$ cat config.mk
export PLATFORM = sky130hd
export DESIGN_NAME = priority_event_queue_core
export DESIGN_NICKNAME = d
export VERILOG_FILES = /design/src/rtl/peq_pkg.sv /design/src/rtl/peq_front.sv /design/src/rtl/peq_back.sv /design/src/rtl/priority_event_queue_core.sv
export SDC_FILE = /design/constraint.sdc
export NUM_CORES = 1
export LEC_CHECK = 0
export BUFFER_PORTS_ARGS = -buffer_cell sky130_fd_sc_hd__buf_2
export CORE_MARGIN = 2
export CORE_UTILIZATION = 35
export CTS_CLUSTER_DIAMETER = 50
export DETAILED_ROUTE_END_ITERATION = 12
export PLACE_DENSITY = 0.52
export SYNTH_ARGS = -nofsm -noshare
export SYNTH_HDL_FRONTEND = slang
export SYNTH_HIERARCHICAL = 1
export SYNTH_SLANG_ARGS = --single-unit
$ cat constraint.sdc
create_clock -name clk -period 8.4 [get_ports clk]
set_input_delay 0.84 -clock clk [delete_from_list [all_inputs] [get_ports clk]]
set_output_delay 0.84 -clock clk [all_outputs]
set_load 0.1 [all_outputs]
$ cat src/rtl/peq_pkg.sv
// ----------------------------------------------------------------------------
// Priority event queue package
// Command and result types and the codes shared by the queue modules.
// ----------------------------------------------------------------------------
`default_nettype none

package peq_pkg;

	localparam logic       CMD_INSERT   = 1'b0;
	localparam logic       CMD_EXTRACT  = 1'b1;

	localparam logic [1:0] STATUS_OK    = 2'd0;
	localparam logic [1:0] STATUS_FULL  = 2'd1;
	localparam logic [1:0] STATUS_EMPTY = 2'd2;

	localparam logic [3:0] CAP_RESET    = 4'd8;

	typedef struct packed {
		logic        command;
		logic [7:0]  task_id;
		logic [7:0]  priority_req;
		logic [31:0] event_data;
	} peq_cmd_t;

	typedef struct packed {
		logic [1:0]  status;
		logic [7:0]  out_task_id;
		logic [7:0]  out_priority;
		logic [31:0] out_event_data;
		logic [3:0]  entries_held;
	} peq_rsp_t;

endpackage

`default_nettype wire

$ cat src/rtl/peq_front.sv
// ----------------------------------------------------------------------------
// Priority event queue front end
// Accepts commands and holds them in a two-slot queue for the back end.
// ----------------------------------------------------------------------------
`default_nettype none

module peq_front (
	input  wire logic              clk,
	input  wire logic              arst_n,
	input  wire logic              start,
	output logic                   busy,
	input  wire peq_pkg::peq_cmd_t cmd,
	output logic                   q_valid,
	output peq_pkg::peq_cmd_t      q_item,
	input  wire logic              q_pop
);

	peq_pkg::peq_cmd_t slot_q [2];
	logic              wr_ptr_q;
	logic              rd_ptr_q;
	logic [1:0]        count_q;
	logic              push;

	assign busy    = (count_q == 2'd2);
	assign push    = start && !busy;
	assign q_valid = (count_q != 2'd0);
	assign q_item  = slot_q[rd_ptr_q];

	always_ff @(posedge clk) begin
		if (push) begin
			slot_q[wr_ptr_q] <= cmd;
		end
	end

	always_ff @(posedge clk or negedge arst_n) begin
		if (!arst_n) begin
			wr_ptr_q <= 1'b0;
			rd_ptr_q <= 1'b0;
			count_q  <= 2'd0;
		end else begin
			if (push) begin
				wr_ptr_q <= !wr_ptr_q;
			end
			if (q_pop) begin
				rd_ptr_q <= !rd_ptr_q;
			end
			if (push && !q_pop) begin
				count_q <= count_q + 2'd1;
			end else if (q_pop && !push) begin
				count_q <= count_q - 2'd1;
			end
		end
	end

endmodule

`default_nettype wire

$ cat src/rtl/peq_back.sv
// ----------------------------------------------------------------------------
// Priority event queue back end
// Executes inserts and extracts on the entry store and issues one result each.
// ----------------------------------------------------------------------------
`default_nettype none

module peq_back #(
	parameter int QUEUE_DEPTH = 8,
	parameter int DATA_WIDTH  = 32
) (
	input  wire logic              clk,
	input  wire logic              arst_n,
	input  wire logic              q_valid,
	input  wire peq_pkg::peq_cmd_t q_item,
	output logic                   q_pop,
	input  wire logic              cfg_valid,
	input  wire logic [3:0]        cfg_data,
	output logic                   done,
	output peq_pkg::peq_rsp_t      result
);

	localparam int IW   = $clog2(QUEUE_DEPTH);
	localparam int CW   = $clog2(QUEUE_DEPTH + 1);
	localparam int CMPW = (CW > 4) ? CW : 4;

	localparam logic [1:0] ST_IDLE  = 2'd0;
	localparam logic [1:0] ST_SCAN  = 2'd1;
	localparam logic [1:0] ST_SHIFT = 2'd2;

	logic [7:0]            entry_task     [QUEUE_DEPTH];
	logic [7:0]            entry_priority [QUEUE_DEPTH];
	logic [DATA_WIDTH-1:0] entry_data     [QUEUE_DEPTH];

	logic [1:0]            state_q;
	logic [CW-1:0]         fill_q;
	logic [3:0]            cap_q;
	logic [CW-1:0]         scan_idx_q;
	logic [IW-1:0]         best_idx_q;
	logic [7:0]            best_task_q;
	logic [7:0]            best_prio_q;
	logic [DATA_WIDTH-1:0] best_data_q;
	logic                  done_q;
	peq_pkg::peq_rsp_t     result_q;

	logic                  is_full;
	logic                  do_insert;
	logic                  do_shift;
	logic [63:0]           in_data_ext;
	logic [63:0]           out_data_ext;
	logic [CMPW-1:0]       held_inc;
	logic [CMPW-1:0]       held_dec;
	logic [CMPW-1:0]       held_now;
	logic [IW-1:0]         scan_idx;

	assign q_pop        = (state_q == ST_IDLE) && q_valid;
	assign is_full      = (fill_q >= CW'(QUEUE_DEPTH)) || (CMPW'(fill_q) >= CMPW'(cap_q));
	assign do_insert    = q_pop && (q_item.command == peq_pkg::CMD_INSERT) && !is_full;
	assign do_shift     = (state_q == ST_SHIFT);
	assign in_data_ext  = 64'(q_item.event_data);
	assign out_data_ext = 64'(best_data_q);
	assign held_inc     = CMPW'(fill_q) + CMPW'(1);
	assign held_dec     = CMPW'(fill_q) - CMPW'(1);
	assign held_now     = CMPW'(fill_q);
	assign scan_idx     = scan_idx_q[IW-1:0];
	assign done         = done_q;
	assign result       = result_q;

	always_ff @(posedge clk) begin
		for (int k = 0; k < QUEUE_DEPTH; k++) begin
			if (do_insert && (fill_q == CW'(k))) begin
				entry_task[k]     <= q_item.task_id;
				entry_priority[k] <= q_item.priority_req;
				entry_data[k]     <= in_data_ext[DATA_WIDTH-1:0];
			end else if (do_shift && (k < QUEUE_DEPTH - 1) && (IW'(k) >= best_idx_q)) begin
				entry_task[k]     <= entry_task[(k + 1) % QUEUE_DEPTH];
				entry_priority[k] <= entry_priority[(k + 1) % QUEUE_DEPTH];
				entry_data[k]     <= entry_data[(k + 1) % QUEUE_DEPTH];
			end
		end
	end

	always_ff @(posedge clk) begin
		case (state_q)
			ST_IDLE: begin
				best_idx_q  <= '0;
				best_task_q <= entry_task[0];
				best_prio_q <= entry_priority[0];
				best_data_q <= entry_data[0];
			end
			ST_SCAN: begin
				if ((scan_idx_q < fill_q) && (entry_priority[scan_idx] > best_prio_q)) begin
					best_idx_q  <= scan_idx;
					best_task_q <= entry_task[scan_idx];
					best_prio_q <= entry_priority[scan_idx];
					best_data_q <= entry_data[scan_idx];
				end
			end
			default: begin
			end
		endcase
	end

	always_ff @(posedge clk) begin
		result_q.out_task_id    <= '0;
		result_q.out_priority   <= '0;
		result_q.out_event_data <= '0;
		result_q.status         <= peq_pkg::STATUS_OK;
		result_q.entries_held   <= held_now[3:0];
		if (q_pop) begin
			if (q_item.command == peq_pkg::CMD_INSERT) begin
				if (is_full) begin
					result_q.status <= peq_pkg::STATUS_FULL;
				end else begin
					result_q.entries_held <= held_inc[3:0];
				end
			end else if (fill_q == '0) begin
				result_q.status <= peq_pkg::STATUS_EMPTY;
			end
		end else if (do_shift) begin
			result_q.out_task_id    <= best_task_q;
			result_q.out_priority   <= best_prio_q;
			result_q.out_event_data <= out_data_ext[31:0];
			result_q.entries_held   <= held_dec[3:0];
		end
	end

	always_ff @(posedge clk or negedge arst_n) begin
		if (!arst_n) begin
			state_q    <= ST_IDLE;
			fill_q     <= '0;
			cap_q      <= peq_pkg::CAP_RESET;
			scan_idx_q <= '0;
			done_q     <= 1'b0;
		end else begin
			done_q <= 1'b0;
			if (cfg_valid) begin
				cap_q <= cfg_data;
			end
			case (state_q)
				ST_IDLE: begin
					scan_idx_q <= CW'(1);
					if (q_pop) begin
						if (q_item.command == peq_pkg::CMD_INSERT) begin
							done_q <= 1'b1;
							if (!is_full) begin
								fill_q <= fill_q + CW'(1);
							end
						end else if (fill_q == '0) begin
							done_q <= 1'b1;
						end else begin
							state_q <= ST_SCAN;
						end
					end
				end
				ST_SCAN: begin
					if (scan_idx_q < fill_q) begin
						scan_idx_q <= scan_idx_q + CW'(1);
					end else begin
						state_q <= ST_SHIFT;
					end
				end
				ST_SHIFT: begin
					fill_q  <= fill_q - CW'(1);
					done_q  <= 1'b1;
					state_q <= ST_IDLE;
				end
				default: begin
					state_q <= ST_IDLE;
				end
			endcase
		end
	end

	a_fill_bound: assert property (@(posedge clk) disable iff (!arst_n)
		fill_q <= CW'(QUEUE_DEPTH))
		else $error("fill count exceeds queue depth");

	a_shift_result: assert property (@(posedge clk) disable iff (!arst_n)
		(state_q == ST_SHIFT) |=> done_q && (result_q.status == peq_pkg::STATUS_OK)
			&& (fill_q == $past(fill_q) - CW'(1)))
		else $error("extract did not issue its result");

	a_empty_fill: assert property (@(posedge clk) disable iff (!arst_n)
		(done_q && (result_q.status == peq_pkg::STATUS_EMPTY)) |-> (fill_q == '0))
		else $error("empty status while entries are held");

	a_scan_range: assert property (@(posedge clk) disable iff (!arst_n)
		(state_q == ST_SCAN) |-> (scan_idx_q <= fill_q) && (fill_q != '0)
			&& (CW'(best_idx_q) < fill_q))
		else $error("scan index out of range");

	a_no_pop_busy: assert property (@(posedge clk) disable iff (!arst_n)
		(state_q == ST_SCAN) |=> !done_q || $past(scan_idx_q) >= $past(fill_q))
		else $error("result issued during a scan");

endmodule

`default_nettype wire

$ cat src/rtl/priority_event_queue_core.sv
// ----------------------------------------------------------------------------
// Priority event queue core
// Bounded event queue with highest-priority extract and FIFO order on ties.
//
//   Channel   Signals                          Transfer
//   command   start, busy, cmd                 start high and busy low
//   result    done, result                     done high, one cycle
//   config    cfg_valid, cfg_ready, cfg_data   cfg_valid and cfg_ready high
//
// A command is always registered in the two-slot command queue before the
// back end pops it. An insert, and an extract that finds the queue empty,
// then issue their result from idle. An extract runs the one-entry-per-cycle
// priority scan and then the shift state. Reset clears the fill count and sets
// the capacity to eight; the entry store holds no reset value. The result side
// never stalls, and busy rises only while both command slots are taken.
// ----------------------------------------------------------------------------
`default_nettype none

module priority_event_queue_core #(
	parameter int QUEUE_DEPTH = 8,
	parameter int DATA_WIDTH  = 32
) (
	input  wire logic              clk,
	input  wire logic              arst_n,
	input  wire logic              start,
	output logic                   busy,
	input  wire peq_pkg::peq_cmd_t cmd,
	output logic                   done,
	output peq_pkg::peq_rsp_t      result,
	input  wire logic              cfg_valid,
	output logic                   cfg_ready,
	input  wire logic [3:0]        cfg_data
);

	logic              q_valid;
	logic              q_pop;
	peq_pkg::peq_cmd_t q_item;

	assign cfg_ready = 1'b1;

	peq_front u_front (
		.clk     (clk),
		.arst_n  (arst_n),
		.start   (start),
		.busy    (busy),
		.cmd     (cmd),
		.q_valid (q_valid),
		.q_item  (q_item),
		.q_pop   (q_pop)
	);

	peq_back #(
		.QUEUE_DEPTH (QUEUE_DEPTH),
		.DATA_WIDTH  (DATA_WIDTH)
	) u_back (
		.clk       (clk),
		.arst_n    (arst_n),
		.q_valid   (q_valid),
		.q_item    (q_item),
		.q_pop     (q_pop),
		.cfg_valid (cfg_valid && cfg_ready),
		.cfg_data  (cfg_data),
		.done      (done),
		.result    (result)
	);

endmodule

`default_nettype wire
# ---- Yosys cells after proc, flatten, opt, wreduce, memory -nomap -nowiden
# Memory sizes are Yosys's and may differ from the RTL's.
# Cells that the tools add are included.
dict set report word_totals {
  input_bits 57
  regBits 124
  output_inout_bits 57
  mem_count 4
  mem_bits_rw 482
  elab_cells 218
}
# name words word_bits read_ports rd_ports_with_merged_regs wr line
set memory_table {}
lappend memory_table {u_back.entry_data 8 32 9 0 7 peq_back.sv:32} ;# logic [DATA_WIDTH-1:0] entry_data [QUEUE_DEPTH];
lappend memory_table {u_front.slot_q 2 49 1 0 1 peq_front.sv:18} ;# peq_pkg::peq_cmd_t slot_q [2];
lappend memory_table {u_back.entry_priority 8 8 9 0 7 peq_back.sv:31} ;# logic [7:0] entry_priority [QUEUE_DEPTH];
lappend memory_table {u_back.entry_task 8 8 9 0 7 peq_back.sv:30} ;# logic [7:0] entry_task [QUEUE_DEPTH];
dict set report op_classes {
  muxes 99
  eq_ne 16
  reduce_logical 43
  magnitude_cmp 11
  bitwise_logic 23
  n_addsub 5
}
# cell count
set op_table {}
lappend op_table {{32-bit two-way mux} 9}
lappend op_table {{8-bit two-way mux} 18}
lappend op_table {{32-bit one-hot mux with 2 select lines} 1}
lappend op_table {{1-bit two-way mux} 46}
lappend op_table {{8-bit one-hot mux with 2 select lines} 2}
lappend op_table {{32-bit OR reduction} 1}
lappend op_table {{4-bit two-way mux} 6}
lappend op_table {{1-bit logical AND} 22}
lappend op_table {{1-bit OR} 21}
lappend op_table {{4-bit by 3-bit equality test with 1-bit output (second input constant)} 4}
lappend op_table {{2-bit two-way mux} 8}
lappend op_table {{4-bit one-hot mux with 2 select lines} 2}
lappend op_table {{8-bit OR reduction} 2}
lappend op_table {{3-bit two-way mux} 4}
lappend op_table {{3-bit greater-or-equal comparator (first input constant)} 3}
lappend op_table {{4-bit by 1-bit adder with 4-bit output (second input constant)} 2}
lappend op_table {{4-bit by 2-bit equality test with 1-bit output (second input constant)} 2}
lappend op_table {{8-bit > comparator} 1}
lappend op_table {{2-bit by 1-bit != test with 1-bit output (second input constant)} 4}
lappend op_table {{2-bit nonzero test} 4}
lappend op_table {{1-bit by 3-bit greater-or-equal comparator with 1-bit output (first input constant)} 2}
lappend op_table {{2-bit by 3-bit greater-or-equal comparator with 1-bit output (first input constant)} 2}
lappend op_table {{1-bit logical NOT} 6}
lappend op_table {{3-bit one-hot mux with 2 select lines} 1}
lappend op_table {{19 further kinds} 24}

# ---- Logic depth before layout (Yosys ltp)
dict set report logic_depth {
  word_depth 9
  ltp_mapped 12
  depth_no_buf 8
}

# ---- Cells and area by module
# The synthesis kept the hierarchy.
# mod cells_per_inst area_per_inst_um2 seq_area_each_um2 n_inst
set modules_own_cells {}
lappend modules_own_cells {peq_back 1540 23123.4 14520.2 1}
lappend modules_own_cells {peq_front 172 3987.6 3042.9 1}
lappend modules_own_cells {priority_event_queue_core 2 11.3 0.0 1}

# ---- Least setup slack after synthesis
# No wires, ideal clock.
dict set report synth_timing {
  path_kind {register to register}
  start {reg u_back.scan_idx_q[1]}
  end {reg u_back.best_data_q[0], enable pin}
  t_required_ps 7946
  period_less_slack_ps 4713
  n_path_buf 3
  setup_ps 454
  t_arrival_ps 4258
  slack_ps 3687
  path_stages_with_launch 12
  cell_sequence {dfrtp_1 -> buf_6 -> buf_8 -> buf_6 -> mux4_2 -> nand2_1 -> nand2_1 -> ha_1 -> nand4b_1 -> a31oi_1 -> a2111oi_0 -> a211oi_2}
}
dict set report synth_between {
  elab_chain_cells 5
  word_cells_on_any_way 6
  cone_classes {order compare: 2; eq/ne: 1; reduce/logical: 2; memory: 1}
}
# item line
set synth_lines {}
lappend synth_lines {{start, declared} peq_back.sv:37} ;# logic [CW-1:0] scan_idx_q;
lappend synth_lines {{start signal, assigned} peq_back.sv:157} ;# scan_idx_q <= scan_idx_q + CW'(1);
lappend synth_lines {{memory read 8 x 8 bit} -}
lappend synth_lines {{8-bit > comparator} peq_back.sv:91} ;# if ((scan_idx_q < fill_q) && (entry_priority[scan_idx] > best_prio_q)) begin
lappend synth_lines {{1-bit logical AND *} peq_back.sv:91}
lappend synth_lines {{2-bit by 1-bit != test with 1-bit output (no source line) *} -}
lappend synth_lines {{2-bit AND reduction (no source line) *} -}
lappend synth_lines {{end signal, assigned} peq_back.sv:88} ;# best_data_q <= entry_data[0];
lappend synth_lines {{end signal, assigned} peq_back.sv:95} ;# best_data_q <= entry_data[scan_idx];
lappend synth_lines {{end, declared} peq_back.sv:41} ;# logic [DATA_WIDTH-1:0] best_data_q;
# Every way passes the cells marked *; elsewhere a longest branch is shown, timed or not.
# A chain may end at the register's enable or synchronous reset.

# ---- Final worst setup path
dict set report layout_timing {
  start {reg u_back.scan_idx_q[1]}
  end {reg u_back.best_data_q[8], enable pin}
}
# Same word-level chain as after synthesis.

==> flow_metrics.tcl <==
set metrics [dict create \
    status "finished, final reports clean" \
    overflow 0 \
    grt_pass1_wl_um 104000 \
    powerDensity_nw_per_um2 353 \
    ys.flop_type "edfxtp_1" \
    finalHoldViolations 0 \
    track_usage_pct 17.6 \
    worstSetupPathType "flip-flop to flip-flop" \
    yosysWarnings 6 \
    finalPower_mw 11.0 \
    finClkSkew_ns 0.0230 \
    muxShareOfSynthArea_pct 20.8 \
    vias 15074 \
    pre_cts_ws_ns 3.77 \
    arrival_ns 4.89 \
    fin_setup_tns_ns 0 \
    clk_latency_ns 0.62 \
    antenna_found_initial 2 \
    synth_xor_area_share_pct 0.291 \
    cap_viol_max_count 0 \
    cts.reportedPaths.clkPinSlew_ns 0.06 \
    core.rowCount 102 \
    vdd_drop_max_mv 0.228 \
    critPathLaunchType "flip-flop" \
    port_buffers 112 \
    reg2reg_depth 10 \
    fmax_ghz 0.215 \
    hold-worst-slack_ns 0.178 \
    synth_top_family_by_area "multiplexers" \
    cts_buffers 78 \
    hold_buffers 0 \
    vias_per_cell 5.16 \
    start_util_pct 35.2 \
    grt_max_degree 63 \
    dp.cells 2776 \
    syn-cell-area_um2 27100 \
    drive_above_1_share_pct 35.4 \
    postRouteAntennaNets 0 \
    syn_nets 1792 \
    min_period_ns 4.64 \
    fin_area_um2 31300 \
    area_growth_pct 15.2 \
    core_area_um2 77100 \
    fin_nets 1894 \
    crit_required_ns 8.65 \
    wl_per_cell_um 23.7 \
    rrSetupSlack_ns 3.76 \
    finalWirelength_um 69200 \
    synth-simple-area-share_pct 7.85 \
    relSlewSlack_pct 22.9 \
    die_area_um2 79700 \
    cp-end-kind "flip-flop" \
    place_area_um2 28600 \
    synthArstFlopShare_pct 3.14 \
    syn_area_per_cell_um2 15.8 \
    cellLeakagePower_nw 11.4 \
    instances_no_fill 2919 \
    dp.final_hpwl_um 36000 \
    fin_ws_ns 3.76 \
    drtIter0Drc 978 \
    cts-root-buf "clkbuf_16" \
    gp_congestion 0.748 \
    fillerInstances 7070 \
    cts_repair_resize_count 0 \
    cts_num_sinks 606 \
    htreeDepth 3 \
    r2r_start "u_back/scan_idx_q[1]$_DFFE_PN0P_" \
    worstPathMaxFanout 51 \
    die_h_um 282 \
    cts_tree "yes" \
    final_util_pct 40.5 \
    cts_setup_buffers 0 \
    diodes 0 \
    ys_ff_latch 606 \
    hold_path_class "input port to async pin" \
    grt_pass1_vias 15956 \
    synth_fa_ha_area_share_pct 0.969 \
    ios 114 \
    rsz0062_at_grt "false" \
    synthCells 1714 \
    synth_edf_count 533 \
    worst-slew-pin-transition_ns 1.16 \
    ys_seq_area_share_pct 64.8 \
    synth_compound_area_share_pct 2.56 \
    ys_types 56 \
    cts_buffer_depth 3 \
    die_w_um 282 \
    finalSetupViolCount 0 \
    final_max_slew_viol_count 0 \
    rr_endpoint "u_back/best_data_q[8]$_DFFE_PP_" \
    period_share_pct 55.2 \
    drc 0 \
    firstDrtPassIters 7 \
]
## layer usage
metal / global-route usage [%] / vias up / wire length (µm)
met4: 5.01 / 2 / 1250
met5: 0 / - / 13
met1: 23.2 / 7842 / 30200
met3: 2.78 / 80 / 3450
met2: 29.9 / 406 / 34300
li1: - / 6744 / -
## layout by cell type (no fill, tap or decap), types with 6 or more instances in the layout
cell	synthesis	routed
mux2_4	49	49
bufinv_16	0	8
o21ai_0	7	7
edfxtp_1	533	533
clkbuf_16	0	82
nand2_1	332	326
buf_2	41	112
ha_1	21	21
nor2_1	28	25
inv_1	18	18
a221o_1	40	40
nand2_4	0	7
xnor2_1	6	6
clkinv_1	1	11
mux4_2	92	92
and2_1	43	43
buf_4	15	18
and3_1	41	40
dfxtp_1	54	54
clkbuf_1	32	14
clkinv_2	0	8
a31oi_1	9	9
mux2_2	241	241
nand3_1	12	12
clkinvlp_4	0	6
dfrtp_1	18	14
## cell usage after synthesis, types with 6 or more instances
cell,instances,share of area [%]
edfxtp_1,533,59
nand2_1,332,4.6
mux2_2,241,10
mux4_2,92,7.6
dfxtp_1,54,4.0
mux2_4,49,2.7
and2_1,43,0.99
and3_1,41,0.95
buf_2,41,0.76
a221o_1,40,1.5
clkbuf_1,32,0.44
nor2_1,28,0.39
ha_1,21,0.97
dfrtp_1,18,1.7
inv_1,18,0.25
buf_4,15,0.42
nand3_1,12,0.22
a31oi_1,9,0.21
buf_6,8,0.33
o21ai_0,7,0.13
a21o_1,6,0.17
buf_12,6,0.44
xnor2_1,6,0.19
## registers in the layout (all words and copies together), names as in the netlist, 3 cells and up
register and cells:
u_back/best_data_q 32, u_back/best_idx_q 3, u_back/best_prio_q 8, u_back/best_task_q 8, u_back/cap_q 4, u_back/entry_data 256, u_back/entry_priority 64, u_back/entry_task 64
u_back/fill_q 4, u_back/result 54, u_back/scan_idx_q 4, u_front/slot_q 98
## how the worst max path moves through the flow
stage | startpoint | end | slack (ns) | cells after the start
floorplan | u_back/scan_idx_q[1]$_DFFE_PN0P_ | u_back/best_data_q[0]$_DFFE_PP_ | 3.69 | 11
global placement | u_back/scan_idx_q[1]$_DFFE_PN0P_ | u_back/best_data_q[10]$_DFFE_PP_ | 3.78 | 10
detailed placement | u_back/scan_idx_q[1]$_DFFE_PN0P_ | u_back/best_data_q[8]$_DFFE_PP_ | 3.77 | 10
CTS | u_back/scan_idx_q[1]$_DFFE_PN0P_ | u_back/best_data_q[10]$_DFFE_PP_ | 3.74 | 10
global route | u_back/scan_idx_q[1]$_DFFE_PN0P_ | u_back/best_data_q[8]$_DFFE_PP_ | 3.55 | 10
finish | u_back/scan_idx_q[1]$_DFFE_PN0P_ | u_back/best_data_q[8]$_DFFE_PP_ | 3.76 | 10
## final cells by class
| class | count | area [µm²] | share of cell area, % |
|---|---|---|---|
| clock buffers | 101 | 2170 | 6.95 |
| clock inverters | 42 | 460 | 1.47 |
| inverters | 19 | 71.3 | 0.228 |
| multi-input cells | 981 | 8980 | 28.7 |
| flip-flops and latches | 606 | 17600 | 56.2 |
| well taps | 1040 | 1300 | 4.16 |
| repair buffers | 130 | 696 | 2.23 |
## cell families after synthesis
family                   count (synthesis)
flip-flops                             606
AND/OR/NAND/NOR                        483
multiplexers                           387
buffers and inverters                  127
AO/OA/AOI/OAI                           80
adder cells (fa/ha/maj)                 21
XOR/XNOR                                 9
other                                    1
## worst max-delay path: stages, from the launching register on
cell and delay [ns]:
dfrtp_4 0.98, buf_4 0.62, mux4_2 0.57, nand2_1 0.10, nand2_1 0.10, ha_1 0.32
nand4b_1 0.11, a31oi_1 0.10, a2111oi_0 0.75, a211oi_4 0.07, buf_4 0.43
## where the power goes
part           total, mW  internal (mW)  switching (mW)  leakage [nW]
sequential          4.34           4.06           0.280          5.53
clock               3.38           2.08            1.30          1.27
combinational       3.31           1.43            1.88          4.59
No activity file was read; power rests on OpenSTA's default activity.
